File: config.mk
export PLATFORM = sky130hd
export DESIGN_NAME = twelve_hour_clock_seven_segment_unit
export DESIGN_NICKNAME = d
export VERILOG_FILES = /design/src/rtl/thc_pkg.sv /design/src/rtl/thc_time_core.sv /design/src/rtl/thc_seg_decode.sv /design/src/rtl/twelve_hour_clock_seven_segment_unit.sv
export VERILOG_INCLUDE_DIRS = /design/src /design/src/rtl
export SDC_FILE = /design/constraint.sdc
export NUM_CORES = 1
export LEC_CHECK = 0
export ABC_AREA = 0
export BUFFER_PORTS_ARGS = -buffer_cell sky130_fd_sc_hd__buf_2
export CAP_MARGIN = 20
export CORE_UTILIZATION = 51
export CTS_CLUSTER_DIAMETER = 100
export DETAILED_ROUTE_END_ITERATION = 6
export PLACE_DENSITY = 0.76
export SETUP_SLACK_MARGIN = 0.05
export SYNTH_ARGS = -nofsm -noshare
export SYNTH_HDL_FRONTEND = slang
export SYNTH_SLANG_ARGS = --single-unit
File: constraint.sdc
create_clock -name clk -period 4.39 [get_ports clk]
set_clock_uncertainty 0.15 [all_clocks]
set_input_delay 0.2195 -clock clk [delete_from_list [all_inputs] [get_ports clk]]
set_output_delay 0.2195 -clock clk [all_outputs]
set_load 0.1 [all_outputs]
File: src/rtl/assert_macros.svh
// Assertion macros shared by the clock RTL modules.
// Depends on nothing; included by the files that carry concurrent checks.
`ifndef ASSERT_MACROS_SVH
`define ASSERT_MACROS_SVH

// Condition holds at every clock edge out of reset.
`define ASSERT_ALWAYS(label, clk, rst_n, expr, msg) \
    label: assert property (@(posedge clk) disable iff (!rst_n) (expr)) else $error(msg);

// Consequent holds in the same cycle as the antecedent.
`define ASSERT_IMPLIES(label, clk, rst_n, ante, cons, msg) \
    label: assert property (@(posedge clk) disable iff (!rst_n) (ante) |-> (cons)) \
        else $error(msg);

// Consequent holds in the cycle after the antecedent.
`define ASSERT_NEXT(label, clk, rst_n, ante, cons, msg) \
    label: assert property (@(posedge clk) disable iff (!rst_n) (ante) |=> (cons)) \
        else $error(msg);

`endif

File: src/rtl/thc_pkg.sv
// Shared types, constants and the digit decode for the twelve-hour clock.
// No dependencies; imported by every module of the block.
package thc_pkg;

    localparam logic [1:0] OP_TICK       = 2'd0;
    localparam logic [1:0] OP_MINUTE_SET = 2'd1;
    localparam logic [1:0] OP_HOUR_SET   = 2'd2;

    localparam logic [5:0] SECOND_TOP      = 6'd59;
    localparam logic [5:0] MINUTE_TOP      = 6'd59;
    localparam logic [3:0] HOUR_TOP        = 4'd11;
    localparam logic [9:0] THRESHOLD_RESET = 10'd750;

    typedef struct packed {
        logic [1:0] opcode;
        logic [9:0] sample;
    } thc_req_t;

    typedef struct packed {
        logic [3:0] hours;
        logic [5:0] minutes_now;
        logic [5:0] seconds_now;
        logic       press_seen;
        logic [6:0] seg_hour_tens;
        logic [6:0] seg_hour_ones;
        logic [6:0] seg_minute_tens;
        logic [6:0] seg_minute_ones;
    } thc_res_t;

    typedef struct packed {
        logic [3:0] hours;
        logic [5:0] minutes;
        logic [5:0] seconds;
    } thc_time_t;

    typedef struct packed {
        logic [6:0] hour_tens;
        logic [6:0] hour_ones;
        logic [6:0] minute_tens;
        logic [6:0] minute_ones;
    } thc_seg_t;

    // Segment pattern of one decimal digit, bit 0 segment a up to bit 6 segment g.
    function automatic logic [6:0] seg_of_digit(input logic [3:0] digit);
        logic [6:0] pattern;
        unique case (digit)
            4'd0:    pattern = 7'h3F;
            4'd1:    pattern = 7'h06;
            4'd2:    pattern = 7'h5B;
            4'd3:    pattern = 7'h4F;
            4'd4:    pattern = 7'h66;
            4'd5:    pattern = 7'h6D;
            4'd6:    pattern = 7'h7D;
            4'd7:    pattern = 7'h07;
            4'd8:    pattern = 7'h7F;
            4'd9:    pattern = 7'h67;
            default: pattern = 7'h00;
        endcase
        return pattern;
    endfunction

endpackage

File: src/rtl/thc_time_core.sv
// Time-of-day counters and their per-request update.
// Depends on thc_pkg and assert_macros.svh.
`include "assert_macros.svh"

module thc_time_core
    import thc_pkg::*;
(
    input  logic       clk,
    input  logic       rst_n,
    input  logic       step,
    input  thc_req_t   req,
    input  logic [9:0] threshold,
    output thc_time_t  time_next,
    output logic       press
);

    thc_time_t time_reg;

    logic       sec_wrap;
    logic       min_wrap;
    logic [5:0] sec_inc;
    logic [5:0] min_inc;
    logic [3:0] hour_inc;

    assign sec_wrap = time_reg.seconds >= SECOND_TOP;
    assign min_wrap = time_reg.minutes >= MINUTE_TOP;
    assign sec_inc  = sec_wrap ? 6'd0 : time_reg.seconds + 6'd1;
    assign min_inc  = min_wrap ? 6'd0 : time_reg.minutes + 6'd1;
    assign hour_inc = (time_reg.hours >= HOUR_TOP) ? 4'd0 : time_reg.hours + 4'd1;

    assign press = ((req.opcode == OP_MINUTE_SET) || (req.opcode == OP_HOUR_SET))
                   && (req.sample > threshold);

    always_comb
    begin
        time_next = time_reg;
        unique case (req.opcode)
            OP_TICK:
            begin
                time_next.seconds = sec_inc;
                if (sec_wrap)
                begin
                    time_next.minutes = min_inc;
                    if (min_wrap)
                    begin
                        time_next.hours = hour_inc;
                    end
                end
            end
            OP_MINUTE_SET:
            begin
                if (press)
                begin
                    time_next.minutes = min_inc;
                    if (min_wrap)
                    begin
                        time_next.hours = hour_inc;
                    end
                end
            end
            OP_HOUR_SET:
            begin
                if (press)
                begin
                    time_next.hours = hour_inc;
                end
            end
            default:
            begin
                time_next = time_reg;
            end
        endcase
    end

    always_ff @(posedge clk or negedge rst_n)
    begin
        if (!rst_n)
        begin
            time_reg <= '0;
        end
        else if (step)
        begin
            time_reg <= time_next;
        end
    end

    `ASSERT_ALWAYS(a_hours_range, clk, rst_n, time_reg.hours <= HOUR_TOP, "hours out of range")
    `ASSERT_ALWAYS(a_minsec_range, clk, rst_n,
        (time_reg.minutes <= MINUTE_TOP) && (time_reg.seconds <= SECOND_TOP),
        "minutes or seconds out of range")
    `ASSERT_NEXT(a_hold_when_idle, clk, rst_n, !step, $stable(time_reg),
        "time changed without a request")

endmodule

File: src/rtl/thc_seg_decode.sv
// Splits hours and minutes into decimal digits and maps them to segment patterns.
// Depends on thc_pkg.
module thc_seg_decode
    import thc_pkg::*;
(
    input  thc_time_t tm,
    output thc_seg_t  seg
);

    logic [3:0] hour_tens;
    logic [3:0] hour_ones;
    logic [3:0] min_tens;
    logic [5:0] min_base;
    logic [3:0] min_ones;
    logic [5:0] min_rem;

    // Hours stay below 20, so one compare splits the digits.
    always_comb
    begin
        if (tm.hours >= 4'd10)
        begin
            hour_tens = 4'd1;
            hour_ones = tm.hours - 4'd10;
        end
        else
        begin
            hour_tens = 4'd0;
            hour_ones = tm.hours;
        end
    end

    // Minutes stay below 60: pick the tens digit by compare.
    always_comb
    begin
        priority if (tm.minutes >= 6'd50)
        begin
            min_tens = 4'd5;
            min_base = 6'd50;
        end
        else if (tm.minutes >= 6'd40)
        begin
            min_tens = 4'd4;
            min_base = 6'd40;
        end
        else if (tm.minutes >= 6'd30)
        begin
            min_tens = 4'd3;
            min_base = 6'd30;
        end
        else if (tm.minutes >= 6'd20)
        begin
            min_tens = 4'd2;
            min_base = 6'd20;
        end
        else if (tm.minutes >= 6'd10)
        begin
            min_tens = 4'd1;
            min_base = 6'd10;
        end
        else
        begin
            min_tens = 4'd0;
            min_base = 6'd0;
        end
    end

    assign min_rem  = tm.minutes - min_base;
    assign min_ones = min_rem[3:0];

    assign seg.hour_tens   = seg_of_digit(hour_tens);
    assign seg.hour_ones   = seg_of_digit(hour_ones);
    assign seg.minute_tens = seg_of_digit(min_tens);
    assign seg.minute_ones = seg_of_digit(min_ones);

endmodule

File: src/rtl/twelve_hour_clock_seven_segment_unit.sv
// Twelve-hour clock with seven-segment decode: top level.
// A request waits in the request register until the result register is free or being taken; then
// its result moves there and drives out_valid. One request per cycle while out_stall is low;
// the counter update and decode sit between the request register and the result register.
// Reset: time clears to 00:00:00, threshold returns to 750, both stages empty.
// Depends on thc_pkg, thc_time_core, thc_seg_decode and assert_macros.svh.
`include "assert_macros.svh"

module twelve_hour_clock_seven_segment_unit
    import thc_pkg::*;
(
    input  logic       clk,
    input  logic       rst_n,
    input  logic       in_valid,
    output logic       in_stall,
    input  thc_req_t   in_req,
    output logic       out_valid,
    input  logic       out_stall,
    output thc_res_t   out_res,
    input  logic       cfg_valid,
    output logic       cfg_ready,
    input  logic [9:0] cfg_data
);

    logic       req_valid_reg;
    thc_req_t   req_reg;
    logic       out_valid_reg;
    thc_res_t   out_reg;
    logic [9:0] threshold_reg;

    logic       advance;
    logic       step;
    thc_time_t  time_next;
    logic       press;
    thc_seg_t   seg;
    thc_res_t   res_next;

    // Pipe moves when the result slot is free or being taken.
    assign advance  = !out_valid_reg || !out_stall;
    assign step     = req_valid_reg && advance;
    assign in_stall = req_valid_reg && !advance;

    assign cfg_ready = 1'b1;

    thc_time_core u_time_core (
        .clk       (clk),
        .rst_n     (rst_n),
        .step      (step),
        .req       (req_reg),
        .threshold (threshold_reg),
        .time_next (time_next),
        .press     (press)
    );

    thc_seg_decode u_seg_decode (
        .tm  (time_next),
        .seg (seg)
    );

    always_comb
    begin
        res_next.hours           = time_next.hours;
        res_next.minutes_now     = time_next.minutes;
        res_next.seconds_now     = time_next.seconds;
        res_next.press_seen      = press;
        res_next.seg_hour_tens   = seg.hour_tens;
        res_next.seg_hour_ones   = seg.hour_ones;
        res_next.seg_minute_tens = seg.minute_tens;
        res_next.seg_minute_ones = seg.minute_ones;
    end

    always_ff @(posedge clk or negedge rst_n)
    begin
        if (!rst_n)
        begin
            threshold_reg <= THRESHOLD_RESET;
        end
        else if (cfg_valid && cfg_ready)
        begin
            threshold_reg <= cfg_data;
        end
    end

    always_ff @(posedge clk or negedge rst_n)
    begin
        if (!rst_n)
        begin
            req_valid_reg <= 1'b0;
            out_valid_reg <= 1'b0;
        end
        else
        begin
            if (advance)
            begin
                out_valid_reg <= req_valid_reg;
            end
            if (!in_stall)
            begin
                req_valid_reg <= in_valid;
            end
        end
    end

    always_ff @(posedge clk)
    begin
        if (in_valid && !in_stall)
        begin
            req_reg <= in_req;
        end
        if (step)
        begin
            out_reg <= res_next;
        end
    end

    assign out_valid = out_valid_reg;
    assign out_res   = out_reg;

    `ASSERT_NEXT(a_step_fills_out, clk, rst_n, step, out_valid_reg,
        "processed request produced no result")
    `ASSERT_IMPLIES(a_tick_no_press, clk, rst_n,
        step && (req_reg.opcode == OP_TICK), !press,
        "press flagged on a tick")
    `ASSERT_IMPLIES(a_stall_when_blocked, clk, rst_n,
        in_stall, out_valid_reg && out_stall,
        "request stalled while the result slot can move")

endmodule
== Word-level counts from Yosys, hierarchy flattened ==
Memory sizes are Yosys's and may differ from the RTL's. A register that Yosys moved wholly into a read port is not among the register bits.
Cells that the tools add are included.
Cells by class
  add/sub/neg operators: 5
  magnitude comparators: 10
  equal/unequal tests: 2
  multiplexer cells: 22
  reduce and logical (&&, ||, !) cells: 11
Operators by type and width (number)
  two-way mux 4 bit: 13
  greater-or-equal comparator 6 bit (second input constant): 4
  two-way mux 10 bit: 2
  two-way mux 6 bit: 3
  adder 6 x 1 -> 6 bit (second input constant): 2
  greater-or-equal comparator 6 x 5 -> 1 bit (second input constant): 2
  case mux 4 bit (3 select lines): 1
  case mux 6 bit (2 select lines): 1
  greater-than comparator 10 bit: 1
  greater-or-equal comparator 4 bit (second input constant): 2
  greater-or-equal comparator 6 x 4 -> 1 bit (second input constant): 1
  adder 4 x 1 -> 4 bit (second input constant): 1
  logical AND 1 bit: 4
  logical NOT 1 bit: 4
  subtractor 4 bit: 1
  subtractor 4 bit (second input constant): 1
  equality test 2 x 1 -> 1 bit (second input constant): 1
  equality test 2 bit (second input constant): 1
  logical NOT 2 bit: 1
  logical OR 1 bit: 2
  two-way mux 1 bit: 2
Storage, ports and cells
  register bits after elaboration: 57
  memory bits (read-only): 448
  input port bits: 27
  logic and storage cells: 66
  memories: 4
Memory list
  (name not given): words 16, width 7, read ports 1, clocked after Yosys merged registers in 1, write ports 0, RTL line thc_pkg.sv:46  | unique case (digit)
  (name not given): words 16, width 7, read ports 1, clocked after Yosys merged registers in 1, write ports 0, RTL line thc_pkg.sv:46
  (name not given): words 16, width 7, read ports 1, clocked after Yosys merged registers in 1, write ports 0, RTL line thc_pkg.sv:46
  (name not given): words 16, width 7, read ports 1, clocked after Yosys merged registers in 1, write ports 0, RTL line thc_pkg.sv:46

== Depth between registers and ports, before layout ==
  depth in word-level cells: 12
  gate-level depth with buffers: 19
  gate-level depth less buffers: 19

== Hierarchy ==
A second synthesis with hierarchy kept.
Second synthesis, totals
  cell total of the unflattened synthesis: 436
  area total of the unflattened synthesis: 4883.4 sq um
Modules (own cells, without submodules)
  twelve_hour_clock_seven_segment_unit: times used 1, cells an instance 88, area an instance 2229.6 sq um
  thc_time_core: times used 1, cells an instance 219, area an instance 1759.2 sq um
  thc_seg_decode: times used 1, cells an instance 129, area an instance 894.6 sq um

== Worst setup path before layout ==
Ideal clock, no wire load.
  path type: flip-flop to flip-flop
  start: register threshold_reg[5]
  end: register, netlist name out_res[4]
  library setup time: 0.270 ns
  arrival time: 4.279 ns
  required time: 3.970 ns
  setup slack: -0.309 ns
  cell stages (with the launch flop): 19
  buffers on the path: 0
  clock period less this slack: 4.699 ns
  path through: dfstp_2 -> inv_1 -> ha_1 -> a21oi_2 -> o21ai_1 -> a2111o_4 -> a22o_4 -> and2_4 -> o22ai_4 -> inv_4 -> nor3_1 -> nor3b_1 -> a21oi_1 -> ha_1 -> inv_1 -> fa_1 -> or4_1 -> nand2_2 -> o211ai_1
RTL lines
  from (decl): RTL line twelve_hour_clock_seven_segment_unit.sv:29  | logic [9:0] threshold_reg;
  from (signal assigned): RTL line twelve_hour_clock_seven_segment_unit.sv:80  | threshold_reg <= cfg_data;

==> flow_metrics.tcl <==
set metrics [dict create \
    p_clk_share_pct 27.1 \
    postRouteAntennaNets 0 \
    violations "negative setup slack" \
    slew_violations 0 \
    yosysSeqAreaShare_pct 49.9 \
    netlist_area_um2 4490 \
    fmax_mhz 221 \
    switching_share_pct 34.6 \
    yosys_warnings 0 \
    nets 614 \
    fill_cells 619 \
    criticalPathCategory "reg2reg" \
    drc 0 \
    drt-wirelength-per-cell_um 14.8 \
    yosys.area.top_type "edfxtp_1" \
    antenna_found_initial 0 \
    synth_seq_cells 79 \
    area_growth_pct 30.0 \
    drive_above_1_share_pct 34.2 \
    die-area_um2 9190 \
    tns_ns -0.748 \
    largest_register_ffs 39 \
    place_congestion 0.851 \
    critPathArrivalTime_ns 4.45 \
    syn_area_per_cell_um2 10.8 \
    portBuffers 70 \
    powerDensity_nw_per_um2 347 \
    synth_edf_count 51 \
    synthFlopType "edfxtp_1" \
    path_max_fanout 8 \
    ir_drop_uv 337 \
    overflow 0 \
    gr-usage-all-layers_pct 22.7 \
    core_area_um2 8380 \
    async_flop_share_pct 35.4 \
    htree_levels 3 \
    io_pins 75 \
    yosysMostFrequentCell "edfxtp_1" \
    die_h_um 95.9 \
    status "finished with violations" \
    clk_latency_ns 0.35 \
    slew-limit-headroom_pct 54.9 \
    finalSetupViolations 7 \
    timing.final.ws_setup_ns -0.127 \
    power_mw 2.03 \
    cts_buffers 9 \
    yosysUniqueCellTypes 63 \
    num_vias 3612 \
    synth_top_area_share_pct 34.1 \
    dp_hpwl_mm 6.42 \
    cts_buffer_depth 2 \
    antennaDiodeCount 0 \
    rows 33 \
    seq_power_share_pct 45.4 \
    cts_tree "done" \
    hp-class "in2reg" \
    cts_sinks 79 \
    rsz0062_at_grt "true" \
    routed_via_density 5.47 \
    clk_pin_slew_worst_paths_ns 0.08 \
    finalCritPeriodShare_pct 103 \
    grt_pass1_vias 3577 \
    p_comb_share_pct 27.5 \
    routed_wl_mm 9.76 \
    critical_path_required_ns 4.33 \
    syn_inst 416 \
    leakage_nw 2.47 \
    final-hold-violation-count 0 \
    yosys-top-cells-area "edfxtp_1 34%, dfrtp_1 12%, ha_1 10%" \
    start_util_pct 53.6 \
    intPower_mw 1.33 \
    cp-start-kind "flip-flop" \
    root_buffer "clkbuf_8" \
    netSwitchingPower_mw 0.702 \
    first_iter_violations 180 \
    grt_max_degree 32 \
    firstDrtPassIters 4 \
    grt_pass1_wl_mm 15.8 \
    tightestPinTransition_ns 0.671 \
    maxCapViolCount 0 \
    fin_crit_ns 4.52 \
    synth_commonest_cells "51 x edfxtp_1, 44 x nand2_1, 37 x o21ai_0" \
    cp-end-kind "flip-flop" \
    die_w_um 95.9 \
]
## power groups by stage
stage | combinational [mW] | sequential, mW | clock (mW)
6_report | 0.557 | 0.921 | 0.550
3_5_place_dp | 0.519 | 0.935 | 0
4_1_cts | 0.548 | 0.920 | 0.561
3_3_place_gp | 0.509 | 0.933 | 0
5_1_grt | 0.598 | 0.930 | 0.587
2_1_floorplan | 0.219 | 1.13 | 0
## cell usage in the layout (no fill, tap or decap), types with 3 or more instances in the layout
master	netlist	final
inv_2	3	9
clkbuf_8	0	11
a21o_1	5	4
nor2b_1	4	4
a21oi_2	2	4
buf_4	7	40
nand4_1	6	6
and3_1	3	3
a21oi_1	18	15
mux2i_1	6	6
mux2_2	6	6
dlygate4sd3_1	0	25
edfxtp_1	51	51
a211oi_1	8	7
dfstp_2	7	7
dfrtp_1	21	21
nand3_1	8	8
o21ai_0	37	36
nand2_1	44	44
inv_1	29	23
ha_4	0	5
o21a_1	7	7
o211ai_1	5	5
buf_2	3	70
ha_1	36	29
o31a_1	3	3
and2_1	5	5
nand2b_1	8	8
o21ai_1	5	4
nor2_1	24	22
conb_1	2	4
## what timing repair did
item | 4_1_cts | 5_1_grt
hold endpoints to repair | 45 | 0
buffers inserted | 6 | 1
resized for setup | 8 | 12
pin swaps | 22 | 6
hold buffers | 25 | 0
setup endpoints to repair | 7 | 8
## worst max-delay path: stages, from the launching register on
cell and delay (ns):
dfstp_2 0.54, inv_2 0.05, ha_4 0.23, and4_1 0.22, a2111o_4 0.52, a41oi_4 0.32
or2_4 0.18, o22ai_4 0.09, inv_4 0.10, nand3_1 0.11, nor3b_4 0.19, a21oi_2 0.17
ha_2 0.20, inv_2 0.04, fa_2 0.35, or4_4 0.56, nand2_4 0.13, o311ai_2 0.10
## cells by family (layout without fill, tap and decap cells)
kind of cell	count (synthesis)	after routing	synth area share (%)
AOI/OAI and AO/OA	116	116	18.7
xor gates and xnor gates	2	2	0.390
adders and majority gates	37	37	10.5
buffers and inverters	50	187	4.90
DFF	79	79	49.9
muxes	12	12	2.84
other	2	4	0.167
and+or+nand+nor	118	118	12.7
## layout make-up
| class | count | area [um^2] | area share (%) |
|---|---|---|---|
| Clock buffer | 13 | 159 | 2.72 |
| Clock inverter | 3 | 42.5 | 0.728 |
| Inverter | 34 | 130 | 2.23 |
| Multi-Input combinational cell | 289 | 2210 | 37.9 |
| Sequential cell | 79 | 2240 | 38.4 |
| Tap cell | 105 | 131 | 2.25 |
| Timing Repair Buffer | 137 | 923 | 15.8 |
## metrics by stage
stage / hold WS, ns / cell area [um^2] / std cells / util, % / setup WS (ns)
after floorplan: -0.226 / 4600 / 418 / - / -0.0485
after global placement: 0.125 / 5250 / 612 / 62.6 / -0.0521
after detailed placement: 0.144 / 5250 / 612 / 62.6 / -0.176
after CTS: 0.0783 / 5780 / 659 / 69.0 / -0.0650
after global routing: 0.113 / 5840 / 660 / 69.7 / -0.284
final: 0.0948 / 5840 / 660 / 69.7 / -0.127
## metal layers
| metal | share of wire, % | vias up | track usage [%] |
|---|---|---|---|
| met4 | 2.4 | 0 | 11.3 |
| met5 | 0 | - | 0 |
| met3 | 3.8 | 23 | 3.32 |
| met1 | 44 | 1717 | 27.6 |
| met2 | 50 | 98 | 39.3 |
| li1 | - | 1774 | - |
## final timing paths
path	slack [ns]	start	to	cells past startpoint
setup / recovery	-0.13	threshold_reg[6]	out_res[0]	17
max in group asynchronous	3.36	rst_n	u_time_core.time_reg[6]	2
min in group asynchronous	0.31	rst_n	req_valid_reg	2
setup reg to reg	-0.13	threshold_reg[6]	out_res[0]	17
hold / removal	0.09	cfg_valid	threshold_reg[5]	3
hold reg to reg	0.37	threshold_reg[5]	threshold_reg[5]	2
(Power assumes the default switching activity.)
